--- config.mk ---
export PLATFORM = sky130hd
export DESIGN_NAME = eight_bit_risc_instruction_core_flat
export DESIGN_NICKNAME = d
export VERILOG_FILES = /design/src/rtl/erc_pkg.sv /design/src/rtl/erc_intf.sv /design/src/rtl/erc_ram.sv /design/src/rtl/erc_front.sv /design/src/rtl/erc_queue.sv /design/src/rtl/erc_back.sv /design/src/rtl/eight_bit_risc_instruction_core.sv /design/src/flat_wrapper.sv
export SDC_FILE = /design/constraint.sdc
export NUM_CORES = 2
export LEC_CHECK = 0
export BUFFER_PORTS_ARGS = -buffer_cell sky130_fd_sc_hd__buf_4
export CAP_MARGIN = 30
export CORE_MARGIN = 4
export CORE_UTILIZATION = 63
export CTS_CLUSTER_SIZE = 28
export DETAILED_ROUTE_END_ITERATION = 10
export PLACE_DENSITY = 0.79
export SLEW_MARGIN = 20
export SYNTH_ARGS = -nofsm -noshare
export SYNTH_HDL_FRONTEND = slang
export SYNTH_SLANG_ARGS = --single-unit
--- constraint.sdc ---
create_clock -name clk_i -period 18 [get_ports clk_i]
set_clock_uncertainty 0.15 [all_clocks]
set_input_delay 4.5 -clock clk_i [delete_from_list [all_inputs] [get_ports clk_i]]
set_output_delay 4.5 -clock clk_i [all_outputs]
set_load 0.05 [all_outputs]
--- src/rtl/erc_pkg.sv ---
// Package: shared types and constants of the 8-bit RISC instruction core
package erc_pkg;

  localparam int unsigned XLEN        = 8;
  localparam int unsigned ADDR_SPAN   = 1 << XLEN;
  localparam int unsigned MODE_W      = 3;
  localparam int unsigned INSTR_W     = 16;
  localparam int unsigned FIELD_W     = 4;
  localparam int unsigned REG_COUNT   = 16;
  localparam int unsigned REG_AW      = $clog2(REG_COUNT);
  localparam int unsigned QUEUE_DEPTH = 2;

  localparam logic [MODE_W-1:0] MODE_EXEC   = 3'd0;
  localparam logic [MODE_W-1:0] MODE_MEM_WR = 3'd1;
  localparam logic [MODE_W-1:0] MODE_MEM_RD = 3'd2;
  localparam logic [MODE_W-1:0] MODE_REG_WR = 3'd3;
  localparam logic [MODE_W-1:0] MODE_REG_RD = 3'd4;

  typedef enum logic [2:0] {
    KIND_EXEC   = 3'd0,
    KIND_MEM_WR = 3'd1,
    KIND_MEM_RD = 3'd2,
    KIND_REG_WR = 3'd3,
    KIND_REG_RD = 3'd4,
    KIND_NONE   = 3'd5
  } kind_e;

  typedef enum logic [3:0] {
    OP_ADD  = 4'd0,
    OP_SUB  = 4'd1,
    OP_MUL  = 4'd2,
    OP_INC  = 4'd3,
    OP_AND  = 4'd4,
    OP_OR   = 4'd5,
    OP_XOR  = 4'd6,
    OP_NOT  = 4'd7,
    OP_SLLI = 4'd8,
    OP_SRLI = 4'd9,
    OP_LI   = 4'd10,
    OP_LD   = 4'd11,
    OP_ST   = 4'd12,
    OP_JMP  = 4'd13,
    OP_BEQZ = 4'd14,
    OP_HALT = 4'd15
  } opcode_e;

  typedef struct packed {
    kind_e               kind;
    opcode_e             op;
    logic [FIELD_W-1:0]  fa;
    logic [FIELD_W-1:0]  fb;
    logic [FIELD_W-1:0]  fc;
    logic [REG_AW-1:0]   ra0;
    logic [REG_AW-1:0]   ra1;
    logic [XLEN-1:0]     addr;
    logic [XLEN-1:0]     value;
  } cmd_t;

endpackage

--- src/rtl/erc_intf.sv ---
// Interfaces: input and result channels of the instruction core
interface erc_in_if import erc_pkg::*; ();
  logic                     valid;
  logic                     ready;
  logic [MODE_W-1:0]        mode;
  logic [INSTR_W-1:0]       instr;
  logic [XLEN-1:0]          addr;
  logic signed [XLEN-1:0]   value;

  modport source (output valid, mode, instr, addr, value, input ready);
  modport sink   (input valid, mode, instr, addr, value, output ready);
endinterface

interface erc_out_if import erc_pkg::*; ();
  logic                     valid;
  logic                     ready;
  logic [XLEN-1:0]          next_pc;
  logic                     halted;
  logic signed [XLEN-1:0]   read_value;
  logic                     mem_written;

  modport source (output valid, next_pc, halted, read_value, mem_written, input ready);
  modport sink   (input valid, next_pc, halted, read_value, mem_written, output ready);
endinterface

--- src/rtl/erc_ram.sv ---
// Generic RAM: one write port, one read port with registered read data
module erc_ram #(
  parameter int unsigned WIDTH = 8,
  parameter int unsigned DEPTH = 16,
  localparam int unsigned AW   = $clog2(DEPTH)
) (
  input  logic             clk_i,
  input  logic             we_i,
  input  logic [AW-1:0]    waddr_i,
  input  logic [WIDTH-1:0] wdata_i,
  input  logic             re_i,
  input  logic [AW-1:0]    raddr_i,
  output logic [WIDTH-1:0] rdata_o
);

  logic [WIDTH-1:0] mem_q [DEPTH];

  always_ff @(posedge clk_i) begin
    if (we_i) begin
      mem_q[waddr_i] <= wdata_i;
    end
    if (re_i) begin
      rdata_o <= mem_q[raddr_i];
    end
  end

endmodule

--- src/rtl/erc_front.sv ---
// Front end: accept items and classify them into execution commands
module erc_front import erc_pkg::*; (
  erc_in_if.sink  in_i,
  input  logic    full_i,
  output logic    push_o,
  output cmd_t    cmd_o
);

  opcode_e            op;
  kind_e              kind;
  logic [FIELD_W-1:0] fa;
  logic [FIELD_W-1:0] fb;
  logic [FIELD_W-1:0] fc;

  assign in_i.ready = ~full_i;
  assign push_o     = in_i.valid & ~full_i;

  always_comb begin
    op = opcode_e'(in_i.instr[15:12]);
    fa = in_i.instr[11:8];
    fb = in_i.instr[7:4];
    fc = in_i.instr[3:0];

    unique case (in_i.mode)
      MODE_EXEC:   kind = KIND_EXEC;
      MODE_MEM_WR: kind = KIND_MEM_WR;
      MODE_MEM_RD: kind = KIND_MEM_RD;
      MODE_REG_WR: kind = KIND_REG_WR;
      MODE_REG_RD: kind = KIND_REG_RD;
      default:     kind = KIND_NONE;
    endcase

    cmd_o       = '0;
    cmd_o.kind  = kind;
    cmd_o.op    = op;
    cmd_o.fa    = fa;
    cmd_o.fb    = fb;
    cmd_o.fc    = fc;
    cmd_o.addr  = in_i.addr;
    cmd_o.value = $unsigned(in_i.value);

    if (kind == KIND_REG_RD) begin
      cmd_o.ra0 = in_i.addr[REG_AW-1:0];
    end else begin
      unique case (op) inside
        OP_INC, OP_BEQZ: cmd_o.ra0 = fa;
        default:         cmd_o.ra0 = fb;
      endcase
    end

    cmd_o.ra1 = (op == OP_ST) ? fa : fc;
  end

endmodule

--- src/rtl/erc_queue.sv ---
// Command queue between front end and execution back end
module erc_queue import erc_pkg::*; (
  input  logic clk_i,
  input  logic rst_ni,
  input  logic push_i,
  input  cmd_t cmd_i,
  output logic full_o,
  input  logic pop_i,
  output logic empty_o,
  output cmd_t head_o
);

  localparam int unsigned PW = $clog2(QUEUE_DEPTH);
  localparam int unsigned CW = $clog2(QUEUE_DEPTH + 1);

  cmd_t          slot_q [QUEUE_DEPTH];
  logic [PW-1:0] wr_ptr_q, wr_ptr_d;
  logic [PW-1:0] rd_ptr_q, rd_ptr_d;
  logic [CW-1:0] cnt_q, cnt_d;

  assign full_o  = (cnt_q == CW'(QUEUE_DEPTH));
  assign empty_o = (cnt_q == '0);
  assign head_o  = slot_q[rd_ptr_q];

  always_comb begin
    wr_ptr_d = wr_ptr_q;
    rd_ptr_d = rd_ptr_q;
    cnt_d    = cnt_q;
    if (push_i) begin
      wr_ptr_d = (wr_ptr_q == PW'(QUEUE_DEPTH - 1)) ? '0 : wr_ptr_q + 1'b1;
    end
    if (pop_i) begin
      rd_ptr_d = (rd_ptr_q == PW'(QUEUE_DEPTH - 1)) ? '0 : rd_ptr_q + 1'b1;
    end
    if (push_i && !pop_i) begin
      cnt_d = cnt_q + 1'b1;
    end else if (!push_i && pop_i) begin
      cnt_d = cnt_q - 1'b1;
    end
  end

  always_ff @(posedge clk_i or negedge rst_ni) begin
    if (!rst_ni) begin
      wr_ptr_q <= '0;
      rd_ptr_q <= '0;
      cnt_q    <= '0;
    end else begin
      wr_ptr_q <= wr_ptr_d;
      rd_ptr_q <= rd_ptr_d;
      cnt_q    <= cnt_d;
    end
  end

  always_ff @(posedge clk_i) begin
    if (push_i) begin
      slot_q[wr_ptr_q] <= cmd_i;
    end
  end

  a_cnt_bound: assert property (@(posedge clk_i) disable iff (!rst_ni)
    cnt_q <= CW'(QUEUE_DEPTH))
    else $error("queue count exceeds depth");

  a_no_pop_empty: assert property (@(posedge clk_i) disable iff (!rst_ni)
    empty_o |-> !pop_i)
    else $error("pop from empty queue");

  a_no_push_full: assert property (@(posedge clk_i) disable iff (!rst_ni)
    full_o |-> !push_i)
    else $error("push into full queue");

endmodule

--- src/rtl/erc_back.sv ---
// Back end: operand read, execute with data memory access, writeback and result
module erc_back import erc_pkg::*; #(
  parameter int unsigned DATA_DEPTH = 256
) (
  input  logic        clk_i,
  input  logic        rst_ni,
  input  cmd_t        head_i,
  input  logic        empty_i,
  output logic        pop_o,
  erc_out_if.source   out_o
);

  localparam int unsigned DAW = $clog2(DATA_DEPTH);

  typedef struct packed {
    logic              we;
    logic [REG_AW-1:0] addr;
    logic [XLEN-1:0]   data;
  } rf_wr_t;

  typedef struct packed {
    logic              rf_we;
    logic [REG_AW-1:0] rf_addr;
    logic [XLEN-1:0]   rf_data;
    logic              ld;
    logic              rd_mem;
    logic [XLEN-1:0]   rv;
    logic [XLEN-1:0]   next_pc;
    logic              halted;
    logic              mem_written;
  } res_t;

  logic              en;
  logic [XLEN-1:0]   rf_rd0, rf_rd1;
  logic [REG_COUNT-1:0] rf_vld_q;
  logic              rv0_q, rv1_q;
  rf_wr_t            rf_wr, s3_wr, wb_q;

  logic              s2_v_q;
  cmd_t              s2_q;
  logic              s3_v_q;
  res_t              s3_q, s3_d;
  logic              s3_dvld_q;

  logic [XLEN-1:0]   pc_q, pc_d;
  logic              halted_q, halted_d;

  logic [XLEN-1:0]   opnd0, opnd1;
  logic [XLEN-1:0]   pc2, eff, alu;
  logic [XLEN-1:0]   prod;
  logic              live;

  logic [DAW-1:0]    idx_tbl [ADDR_SPAN];
  logic [XLEN-1:0]   dm_addr8;
  logic [DAW-1:0]    dm_idx;
  logic              dm_we_c, dm_we;
  logic [XLEN-1:0]   dm_wdata, dm_rdata, dm_data;
  logic [DATA_DEPTH-1:0] dm_vld_q;

  assign en    = ~s3_v_q | out_o.ready;
  assign pop_o = en & ~empty_i;

  erc_ram #(.WIDTH(XLEN), .DEPTH(REG_COUNT)) u_rf0 (
    .clk_i   (clk_i),
    .we_i    (rf_wr.we),
    .waddr_i (rf_wr.addr),
    .wdata_i (rf_wr.data),
    .re_i    (en),
    .raddr_i (head_i.ra0),
    .rdata_o (rf_rd0)
  );

  erc_ram #(.WIDTH(XLEN), .DEPTH(REG_COUNT)) u_rf1 (
    .clk_i   (clk_i),
    .we_i    (rf_wr.we),
    .waddr_i (rf_wr.addr),
    .wdata_i (rf_wr.data),
    .re_i    (en),
    .raddr_i (head_i.ra1),
    .rdata_o (rf_rd1)
  );

  erc_ram #(.WIDTH(XLEN), .DEPTH(DATA_DEPTH)) u_dmem (
    .clk_i   (clk_i),
    .we_i    (dm_we),
    .waddr_i (dm_idx),
    .wdata_i (dm_wdata),
    .re_i    (en),
    .raddr_i (dm_idx),
    .rdata_o (dm_rdata)
  );

  for (genvar g = 0; g < ADDR_SPAN; g++) begin : g_idx
    assign idx_tbl[g] = DAW'(g % DATA_DEPTH);
  end

  // writeback from the result stage
  assign dm_data    = s3_dvld_q ? dm_rdata : '0;
  assign s3_wr.we   = s3_v_q & s3_q.rf_we;
  assign s3_wr.addr = s3_q.rf_addr;
  assign s3_wr.data = s3_q.ld ? dm_data : s3_q.rf_data;
  assign rf_wr.we   = en & s3_wr.we;
  assign rf_wr.addr = s3_wr.addr;
  assign rf_wr.data = s3_wr.data;

  // operand bypass: result stage first, then last retired write, then array
  always_comb begin
    opnd0 = rv0_q ? rf_rd0 : '0;
    opnd1 = rv1_q ? rf_rd1 : '0;
    if (wb_q.we && wb_q.addr == s2_q.ra0) begin
      opnd0 = wb_q.data;
    end
    if (wb_q.we && wb_q.addr == s2_q.ra1) begin
      opnd1 = wb_q.data;
    end
    if (s3_wr.we && s3_wr.addr == s2_q.ra0) begin
      opnd0 = s3_wr.data;
    end
    if (s3_wr.we && s3_wr.addr == s2_q.ra1) begin
      opnd1 = s3_wr.data;
    end
  end

  always_comb begin
    pc2      = pc_q + XLEN'(2);
    eff      = opnd0 + {{(XLEN - FIELD_W){s2_q.fc[FIELD_W-1]}}, s2_q.fc};
    prod     = opnd0 * opnd1;
    live     = s2_v_q & (s2_q.kind == KIND_EXEC) & ~halted_q;
    pc_d     = pc_q;
    halted_d = halted_q;
    alu      = opnd0 + opnd1;

    unique case (s2_q.op)
      OP_ADD:  alu = opnd0 + opnd1;
      OP_SUB:  alu = opnd0 - opnd1;
      OP_MUL:  alu = prod;
      OP_INC:  alu = opnd0 + 1'b1;
      OP_AND:  alu = opnd0 & opnd1;
      OP_OR:   alu = opnd0 | opnd1;
      OP_XOR:  alu = opnd0 ^ opnd1;
      OP_NOT:  alu = ~opnd0;
      OP_SLLI: alu = s2_q.fc[FIELD_W-1] ? '0 : opnd0 << s2_q.fc[FIELD_W-2:0];
      OP_SRLI: alu = s2_q.fc[FIELD_W-1] ? '0 : opnd0 >> s2_q.fc[FIELD_W-2:0];
      OP_LI:   alu = {s2_q.fb, s2_q.fc};
      default: alu = opnd0 + opnd1;
    endcase

    s3_d         = '0;
    s3_d.rf_addr = s2_q.fa;
    s3_d.rf_data = alu;

    if (live) begin
      pc_d = pc2;
      unique case (s2_q.op)
        OP_LD: begin
          s3_d.rf_we = 1'b1;
          s3_d.ld    = 1'b1;
        end
        OP_ST: begin
          s3_d.rf_we = 1'b0;
        end
        OP_JMP: begin
          pc_d = pc2 + {s2_q.fa[FIELD_W-2:0], s2_q.fb, 1'b0};
        end
        OP_BEQZ: begin
          if (opnd0 == '0) begin
            pc_d = pc2 + {s2_q.fb[FIELD_W-2:0], s2_q.fc, 1'b0};
          end
        end
        OP_HALT: begin
          halted_d = 1'b1;
        end
        default: begin
          s3_d.rf_we = 1'b1;
        end
      endcase
    end

    if (s2_q.kind == KIND_REG_WR) begin
      s3_d.rf_we   = 1'b1;
      s3_d.rf_addr = s2_q.addr[REG_AW-1:0];
      s3_d.rf_data = s2_q.value;
    end
    s3_d.rd_mem = (s2_q.kind == KIND_MEM_RD);
    s3_d.rv     = (s2_q.kind == KIND_REG_RD) ? opnd0 : '0;

    dm_addr8 = (s2_q.kind == KIND_EXEC) ? eff : s2_q.addr;
    dm_idx   = idx_tbl[dm_addr8];
    dm_we_c  = s2_v_q & ((live & (s2_q.op == OP_ST)) | (s2_q.kind == KIND_MEM_WR));
    dm_wdata = (s2_q.kind == KIND_EXEC) ? opnd1 : s2_q.value;

    s3_d.mem_written = dm_we_c;
    s3_d.next_pc     = pc_d;
    s3_d.halted      = halted_d;
  end

  assign dm_we = en & dm_we_c;

  always_ff @(posedge clk_i or negedge rst_ni) begin
    if (!rst_ni) begin
      s2_v_q   <= 1'b0;
      s3_v_q   <= 1'b0;
      wb_q     <= '0;
      pc_q     <= '0;
      halted_q <= 1'b0;
      rf_vld_q <= '0;
      dm_vld_q <= '0;
    end else begin
      if (en) begin
        s2_v_q   <= pop_o;
        s3_v_q   <= s2_v_q;
        wb_q     <= s3_wr;
        pc_q     <= pc_d;
        halted_q <= halted_d;
      end
      if (rf_wr.we) begin
        rf_vld_q[rf_wr.addr] <= 1'b1;
      end
      if (dm_we) begin
        dm_vld_q[dm_idx] <= 1'b1;
      end
    end
  end

  always_ff @(posedge clk_i) begin
    if (en) begin
      s2_q      <= head_i;
      rv0_q     <= rf_vld_q[head_i.ra0];
      rv1_q     <= rf_vld_q[head_i.ra1];
      s3_q      <= s3_d;
      s3_dvld_q <= dm_vld_q[dm_idx];
    end
  end

  assign out_o.valid       = s3_v_q;
  assign out_o.next_pc     = s3_q.next_pc;
  assign out_o.halted      = s3_q.halted;
  assign out_o.read_value  = $signed(s3_q.rd_mem ? dm_data : s3_q.rv);
  assign out_o.mem_written = s3_q.mem_written;

  a_halt_sticky: assert property (@(posedge clk_i) disable iff (!rst_ni)
    halted_q |=> halted_q)
    else $error("halt flag cleared");

  a_pc_frozen: assert property (@(posedge clk_i) disable iff (!rst_ni)
    halted_q |=> pc_q == $past(pc_q))
    else $error("program counter moved while halted");

  a_no_write_stalled: assert property (@(posedge clk_i) disable iff (!rst_ni)
    !en |-> (!dm_we && !rf_wr.we))
    else $error("state written while pipeline stalled");

endmodule

--- src/rtl/eight_bit_risc_instruction_core.sv ---
// Top level: 8-bit RISC instruction core with host access to registers and data memory
//
// Each item either executes one 16-bit instruction or reads/writes a data byte or a register,
// and returns one result item. Sustained rate is one item per clock while results are taken; an
// item passes the queue, the register file read and the execute and data memory access stage
// before its result leaves, as set by the registered read ports of the register file and
// the data memory. A two-entry command queue separates the decoder from the execution
// pipeline, and the queue takes further items while a result waits to be taken, until it is
// full. Register file and data memory read as zero after reset through per-entry valid
// bits, so no clearing pass is needed and items are taken right after reset.
module eight_bit_risc_instruction_core import erc_pkg::*; #(
  parameter int unsigned DATA_DEPTH = 256
) (
  input  logic        clk_i,
  input  logic        rst_ni,
  erc_in_if.sink      in_i,
  erc_out_if.source   out_o
);

  logic push;
  logic full;
  logic pop;
  logic empty;
  cmd_t cmd;
  cmd_t head;

  erc_front u_front (
    .in_i   (in_i),
    .full_i (full),
    .push_o (push),
    .cmd_o  (cmd)
  );

  erc_queue u_queue (
    .clk_i   (clk_i),
    .rst_ni  (rst_ni),
    .push_i  (push),
    .cmd_i   (cmd),
    .full_o  (full),
    .pop_i   (pop),
    .empty_o (empty),
    .head_o  (head)
  );

  erc_back #(.DATA_DEPTH(DATA_DEPTH)) u_back (
    .clk_i   (clk_i),
    .rst_ni  (rst_ni),
    .head_i  (head),
    .empty_i (empty),
    .pop_o   (pop),
    .out_o   (out_o)
  );

endmodule
--- src/flat_wrapper.sv ---
// flat-port wrapper written by rule: the top's interface ports become plain ports
module eight_bit_risc_instruction_core_flat import erc_pkg::*;
#(
  parameter int unsigned DATA_DEPTH = 256
)
  (clk_i, rst_ni, in_i_valid, in_i_mode, in_i_instr, in_i_addr, in_i_value, in_i_ready, out_o_valid, out_o_next_pc, out_o_halted, out_o_read_value, out_o_mem_written, out_o_ready);
  erc_in_if in_i_i ();
  erc_out_if out_o_i ();
  input  logic clk_i;
  input  logic rst_ni;
  input wire logic [$bits(in_i_i.valid)-1:0] in_i_valid;
  input wire logic [$bits(in_i_i.mode)-1:0] in_i_mode;
  input wire logic [$bits(in_i_i.instr)-1:0] in_i_instr;
  input wire logic [$bits(in_i_i.addr)-1:0] in_i_addr;
  input wire logic [$bits(in_i_i.value)-1:0] in_i_value;
  output wire logic [$bits(in_i_i.ready)-1:0] in_i_ready;
  output wire logic [$bits(out_o_i.valid)-1:0] out_o_valid;
  output wire logic [$bits(out_o_i.next_pc)-1:0] out_o_next_pc;
  output wire logic [$bits(out_o_i.halted)-1:0] out_o_halted;
  output wire logic [$bits(out_o_i.read_value)-1:0] out_o_read_value;
  output wire logic [$bits(out_o_i.mem_written)-1:0] out_o_mem_written;
  input wire logic [$bits(out_o_i.ready)-1:0] out_o_ready;
  assign in_i_i.valid = in_i_valid;
  assign in_i_i.mode = in_i_mode;
  assign in_i_i.instr = in_i_instr;
  assign in_i_i.addr = in_i_addr;
  assign in_i_i.value = in_i_value;
  assign in_i_ready = in_i_i.ready;
  assign out_o_valid = out_o_i.valid;
  assign out_o_next_pc = out_o_i.next_pc;
  assign out_o_halted = out_o_i.halted;
  assign out_o_read_value = out_o_i.read_value;
  assign out_o_mem_written = out_o_i.mem_written;
  assign out_o_i.ready = out_o_ready;
  eight_bit_risc_instruction_core #(.DATA_DEPTH(DATA_DEPTH)) u_core (.clk_i(clk_i), .rst_ni(rst_ni), .in_i(in_i_i), .out_o(out_o_i));
endmodule
==> metrics.txt <==
# TYPE chip_impl_metric gauge
chip_impl_info{name="result_of_the_run",value="finished clean"} 1
chip_impl_info{name="critical_path.top_delay_family",value="simple AND/OR/NAND/NOR gates"} 1
chip_impl_metric{name="yosys_register_bits",unit=""} 2663
chip_impl_metric{name="synth.net_count",unit=""} 6790
chip_impl_metric{name="initial_util",unit="%"} 63.4
chip_impl_metric{name="cellLeakagePower",unit="uW"} 0.0431
chip_impl_info{name="cts.root.buffer_cell",value="sky130_fd_sc_hd__clkbuf_16"} 1
chip_impl_info{name="setup.worst_path.end",value="u_core.u_back.u_dmem.rdata_o[1]$_DFFE_PN_"} 1
chip_impl_info{name="grt_setup_unrepaired",value="false"} 1
chip_impl_metric{name="critPathMaxStageDelay",unit="ps"} 810
chip_impl_metric{name="hold_ws",unit="ps"} 309
chip_impl_metric{name="cts.reportedPaths.clkPinSlew",unit="ps"} 60
chip_impl_info{name="crit-reg2reg-capture",value="u_core.u_back.u_dmem.rdata_o[1]$_DFFE_PN_"} 1
chip_impl_metric{name="buffer_ports.inserted",unit=""} 57
chip_impl_metric{name="timing.reg2reg.worst_path_depth",unit=""} 17
chip_impl_metric{name="postCtsSetupBuffers",unit=""} 0
chip_impl_metric{name="ctsLongestPathBuffers",unit=""} 4
chip_impl_metric{name="overflow",unit=""} 0
chip_impl_metric{name="core-area",unit="sq um"} 174000
chip_impl_metric{name="global_route.usage.total",unit="%"} 34.1
chip_impl_metric{name="drt-vias-per-instance",unit=""} 7.09
chip_impl_metric{name="crit_path_max_fanout",unit=""} 115
chip_impl_metric{name="cts_num_sinks",unit=""} 2663
chip_impl_metric{name="drt_first_iter_violations",unit=""} 11000
chip_impl_metric{name="fp.dieH",unit="um"} 427
chip_impl_metric{name="layout.nets",unit=""} 6929
chip_impl_metric{name="synth_seq_area_share",unit="%"} 71.1
chip_impl_info{name="regToRegStartpoint",value="u_core.u_back.rf_wr[8]$_DFFE_PN_"} 1
chip_impl_metric{name="ys_async_sr_fraction",unit="%"} 11.2
chip_impl_metric{name="critical_path.n_buffers_inverters",unit=""} 5
chip_impl_metric{name="wirelength",unit="um"} 309000
chip_impl_metric{name="drt.antenna.violating_nets",unit=""} 0
chip_impl_metric{name="boundaryPins",unit=""} 59
chip_impl_metric{name="vias",unit=""} 66200
chip_impl_metric{name="synthesis.yosys.warnings",unit=""} 0
chip_impl_metric{name="netlist_instances",unit=""} 6673
chip_impl_metric{name="worst_pin_slew",unit="ps"} 1100
chip_impl_info{name="timing.critical_path.to_type",value="flop"} 1
chip_impl_metric{name="drtPass1Iterations",unit=""} 9
chip_impl_metric{name="area_growth",unit="%"} 10.9
chip_impl_metric{name="path_length_in_cells_of_the_critical_path",unit=""} 17
chip_impl_metric{name="timing.slew.headroom",unit="%"} 26.5
chip_impl_metric{name="pin_count_of_the_biggest_net_entering_global_routing",unit=""} 250
chip_impl_metric{name="cts.htree.levels",unit=""} 5
chip_impl_metric{name="critPathRequiredTime",unit="ps"} 18450
chip_impl_info{name="tritoncts",value="built"} 1
chip_impl_metric{name="placer_s_final_routability_congestion_estimate",unit=""} 0.938
chip_impl_metric{name="antenna_violations_before_repair",unit=""} 11
chip_impl_metric{name="layout_min_cycle_time",unit="ps"} 8690
chip_impl_metric{name="insertion_delay",unit="ps"} 940
chip_impl_metric{name="netlist_area",unit="sq um"} 110000
chip_impl_info{name="worstSetupStartpoint",value="u_core.u_back.rf_wr[8]$_DFFE_PN_"} 1
chip_impl_metric{name="timing.final.max_slew_violations",unit=""} 0
chip_impl_info{name="critical_path.startpoint_type",value="flop"} 1
chip_impl_metric{name="rows",unit=""} 153
chip_impl_metric{name="cts_hold_buf",unit=""} 0
chip_impl_metric{name="hpwl_dp",unit="um"} 175000
chip_impl_metric{name="drt-wirelength-per-cell",unit="um"} 33.1
chip_impl_info{name="synth-main-ff-cell",value="sky130_fd_sc_hd__edfxtp_1"} 1
chip_impl_metric{name="achievable-frequency",unit="MHz"} 115
chip_impl_metric{name="setup_tns",unit="ps"} 0
chip_impl_metric{name="cap_viol_max_count",unit=""} 0
chip_impl_metric{name="power.density",unit="nW/um^2"} 187
chip_impl_metric{name="drc",unit=""} 0
chip_impl_info{name="synth_top_cells_by_count",value="2364 x sky130_fd_sc_hd__edfxtp_1, 862 x sky130_fd_sc_hd__nand2_1, 456 x sky130_fd_sc_hd__mux4_2"} 1
chip_impl_metric{name="synth-edff-count",unit=""} 2364
chip_impl_metric{name="synthesis.area_per_instance",unit="sq um"} 16.5
chip_impl_info{name="critical_path.slowest_cell",value="sky130_fd_sc_hd__buf_4"} 1
chip_impl_metric{name="die_w",unit="um"} 427
chip_impl_metric{name="vdd_ir_drop_max",unit="uV"} 361
chip_impl_info{name="hp-class",value="flop to flop"} 1
chip_impl_metric{name="cts-resized-gates",unit=""} 0
chip_impl_metric{name="die_area",unit="sq um"} 182000
chip_impl_info{name="timing_worst_setup_path_type",value="flop to flop"} 1
chip_impl_metric{name="first_global_vias",unit=""} 65500
chip_impl_metric{name="ys_types",unit=""} 95
chip_impl_info{name="netlist_top_cells_area",value="sky130_fd_sc_hd__edfxtp_1 64%, sky130_fd_sc_hd__mux4_2 9.3%, sky130_fd_sc_hd__dfrtp_1 6.8%, sky130_fd_sc_hd__nand2_1 2.9%, sky130_fd_sc_hd__or2_2 1.5%"} 1
chip_impl_metric{name="r2r_setup_slack",unit="ps"} 9310
chip_impl_metric{name="synth_top_area_share",unit="%"} 64.3
chip_impl_info{name="synth_most_common_cell",value="sky130_fd_sc_hd__edfxtp_1"} 1
chip_impl_metric{name="final-hold-violation-count",unit=""} 0
chip_impl_info{name="path_cells",value="xnor2_1 > nand3_2 > or2_1 > a31o_2 > inv_1 > fa_1 > or4b_4 > nand2_8 > buf_4 > buf_12 > buf_4 > mux4_2 > mux2i_1 > a211oi_1 > buf_4 > nor4_1 > or4b_1"} 1
chip_impl_metric{name="grt_first_pass_wirelength",unit="um"} 450000
chip_impl_metric{name="cts_inserted_buffers",unit=""} 274
chip_impl_metric{name="fin_crit_sh",unit="%"} 48.3
chip_impl_metric{name="drive_above_1_share",unit="%"} 21.6
chip_impl_info{name="synth_top_area_cell",value="sky130_fd_sc_hd__edfxtp_1"} 1
chip_impl_info{name="worst_path_most_repeated_cell",value="sky130_fd_sc_hd__buf_4"} 1
chip_impl_metric{name="worst-endpoint-arrival",unit="ps"} 9140
chip_impl_metric{name="setup_viol",unit=""} 0
kinds of logic (layout without fill, tap and decap cells):
family / Yosys count / count (layout) / share of synthesized area, %
buf+inv: 478 / 820 / 2.54
xor+xnor: 63 / 63 / 0.526
flops: 2663 / 2663 / 71.1
compound gates: 672 / 672 / 4.18
other cells: 1 / 8 / 0.00340
fa+ha+maj: 78 / 78 / 0.993
mux: 695 / 695 / 12.3
simple gates: 2023 / 2023 / 8.39
cells in the final DEF (no fill, tap or decap), types with 32 or more instances in the layout:
cell type,count
sky130_fd_sc_hd__edfxtp_1,2364
sky130_fd_sc_hd__nand2_1,862
sky130_fd_sc_hd__mux4_2,456
sky130_fd_sc_hd__nor2_1,343
sky130_fd_sc_hd__dfrtp_1,298
sky130_fd_sc_hd__clkbuf_16,281
sky130_fd_sc_hd__or2_2,268
sky130_fd_sc_hd__nand3_1,257
sky130_fd_sc_hd__buf_4,229
sky130_fd_sc_hd__a21oi_1,162
sky130_fd_sc_hd__mux2i_1,119
sky130_fd_sc_hd__and3_1,85
sky130_fd_sc_hd__a221oi_1,76
sky130_fd_sc_hd__inv_1,75
sky130_fd_sc_hd__o21ai_0,74
sky130_fd_sc_hd__clkbuf_1,69
sky130_fd_sc_hd__a31oi_1,68
sky130_fd_sc_hd__nor3_1,64
sky130_fd_sc_hd__mux2_2,63
sky130_fd_sc_hd__ha_1,62
sky130_fd_sc_hd__mux4_1,51
sky130_fd_sc_hd__xnor2_1,48
sky130_fd_sc_hd__a311oi_1,43
sky130_fd_sc_hd__a211oi_1,39
sky130_fd_sc_hd__a22oi_1,34
sky130_fd_sc_hd__clkinv_1,32
metrics by stage:
| stage | instances | util (%) | cell area [sq um] | power (uW) | worst slack (ps) |
|---|---|---|---|---|---|
| floorplan | 6673 | - | 110000 | 14500 | 3410 |
| global placement | 8795 | 64.8 | 113000 | 16700 | 9390 |
| detailed placement | 8821 | 65.0 | 113000 | 16900 | 9470 |
| CTS | 9300 | 70.1 | 122000 | 22600 | 9420 |
| global route | 9340 | 70.3 | 122000 | 23600 | 9090 |
| finish | 9347 | 70.3 | 122000 | 22900 | 9310 |
final cells by class:
type / count / area [sq um]
clock inverters: 112 / 1400
fillers: 10200 / 51600
flip-flops and latches: 2663 / 78500
clock buffers: 367 / 7520
repair buffers: 259 / 2250
multi-input cells: 3532 / 29500
inverters: 82 / 308
well taps: 2325 / 2910
diodes: 7 / 17.5
how the worst min path moves through the flow:
stage	start	end	cells after the start	slack, ps
after floorplan	u_core.u_back.dm_vld_q[46]$_DFFE_PN0P_	u_core.u_back.dm_vld_q[46]$_DFFE_PN0P_	1	280
after CTS	u_core.u_back.dm_vld_q[238]$_DFFE_PN0P_	u_core.u_back.dm_vld_q[238]$_DFFE_PN0P_	1	310
final	u_core.u_back.dm_vld_q[87]$_DFFE_PN0P_	u_core.u_back.dm_vld_q[87]$_DFFE_PN0P_	1	310
after global placement	u_core.u_back.dm_vld_q[103]$_DFFE_PN0P_	u_core.u_back.dm_vld_q[103]$_DFFE_PN0P_	1	290
after global routing	u_core.u_back.dm_vld_q[105]$_DFFE_PN0P_	u_core.u_back.dm_vld_q[105]$_DFFE_PN0P_	1	320
after detailed placement	u_core.u_back.dm_vld_q[89]$_DFFE_PN0P_	u_core.u_back.dm_vld_q[89]$_DFFE_PN0P_	1	300
flip-flops by register name, summed over array words and instances, names as in the netlist, 2 cells and up:
signal / flops
u_core.u_back.out_o.next_pc: 7
u_core.u_back.u_dmem.mem_q: 2048
u_core.u_back.u_rf0.rdata_o: 8
u_core.u_back.rf_vld_q: 16
u_core.u_queue.cnt_q: 2
u_core.u_back.u_rf1.mem_q: 128
u_core.u_queue.slot_q: 86
u_core.u_back.rf_wr: 4
u_core.u_back.s2_q: 43
u_core.u_back.s3_q: 19
u_core.u_back.u_rf1.rdata_o: 8
u_core.u_back.pc_q: 7
u_core.u_back.wb_q: 13
u_core.u_back.u_dmem.rdata_o: 8
u_core.u_back.dm_vld_q: 256
routing by layer:
layer	up-vias	wire length (um)	track usage (%)
met5	-	74	0.403
met4	10	20500	18.9
met3	1165	41400	9.31
met1	33200	104000	45.2
li1	26100	-	-
met2	5705	143000	52.1
report_power, final:
group	total [uW]	switching, uW	internal [uW]
registers	8250	277	7970
logic	8940	6090	2860
clock network	5730	2340	3390
total	22900	8710	14200
Power figures use the tool's default switching activity.
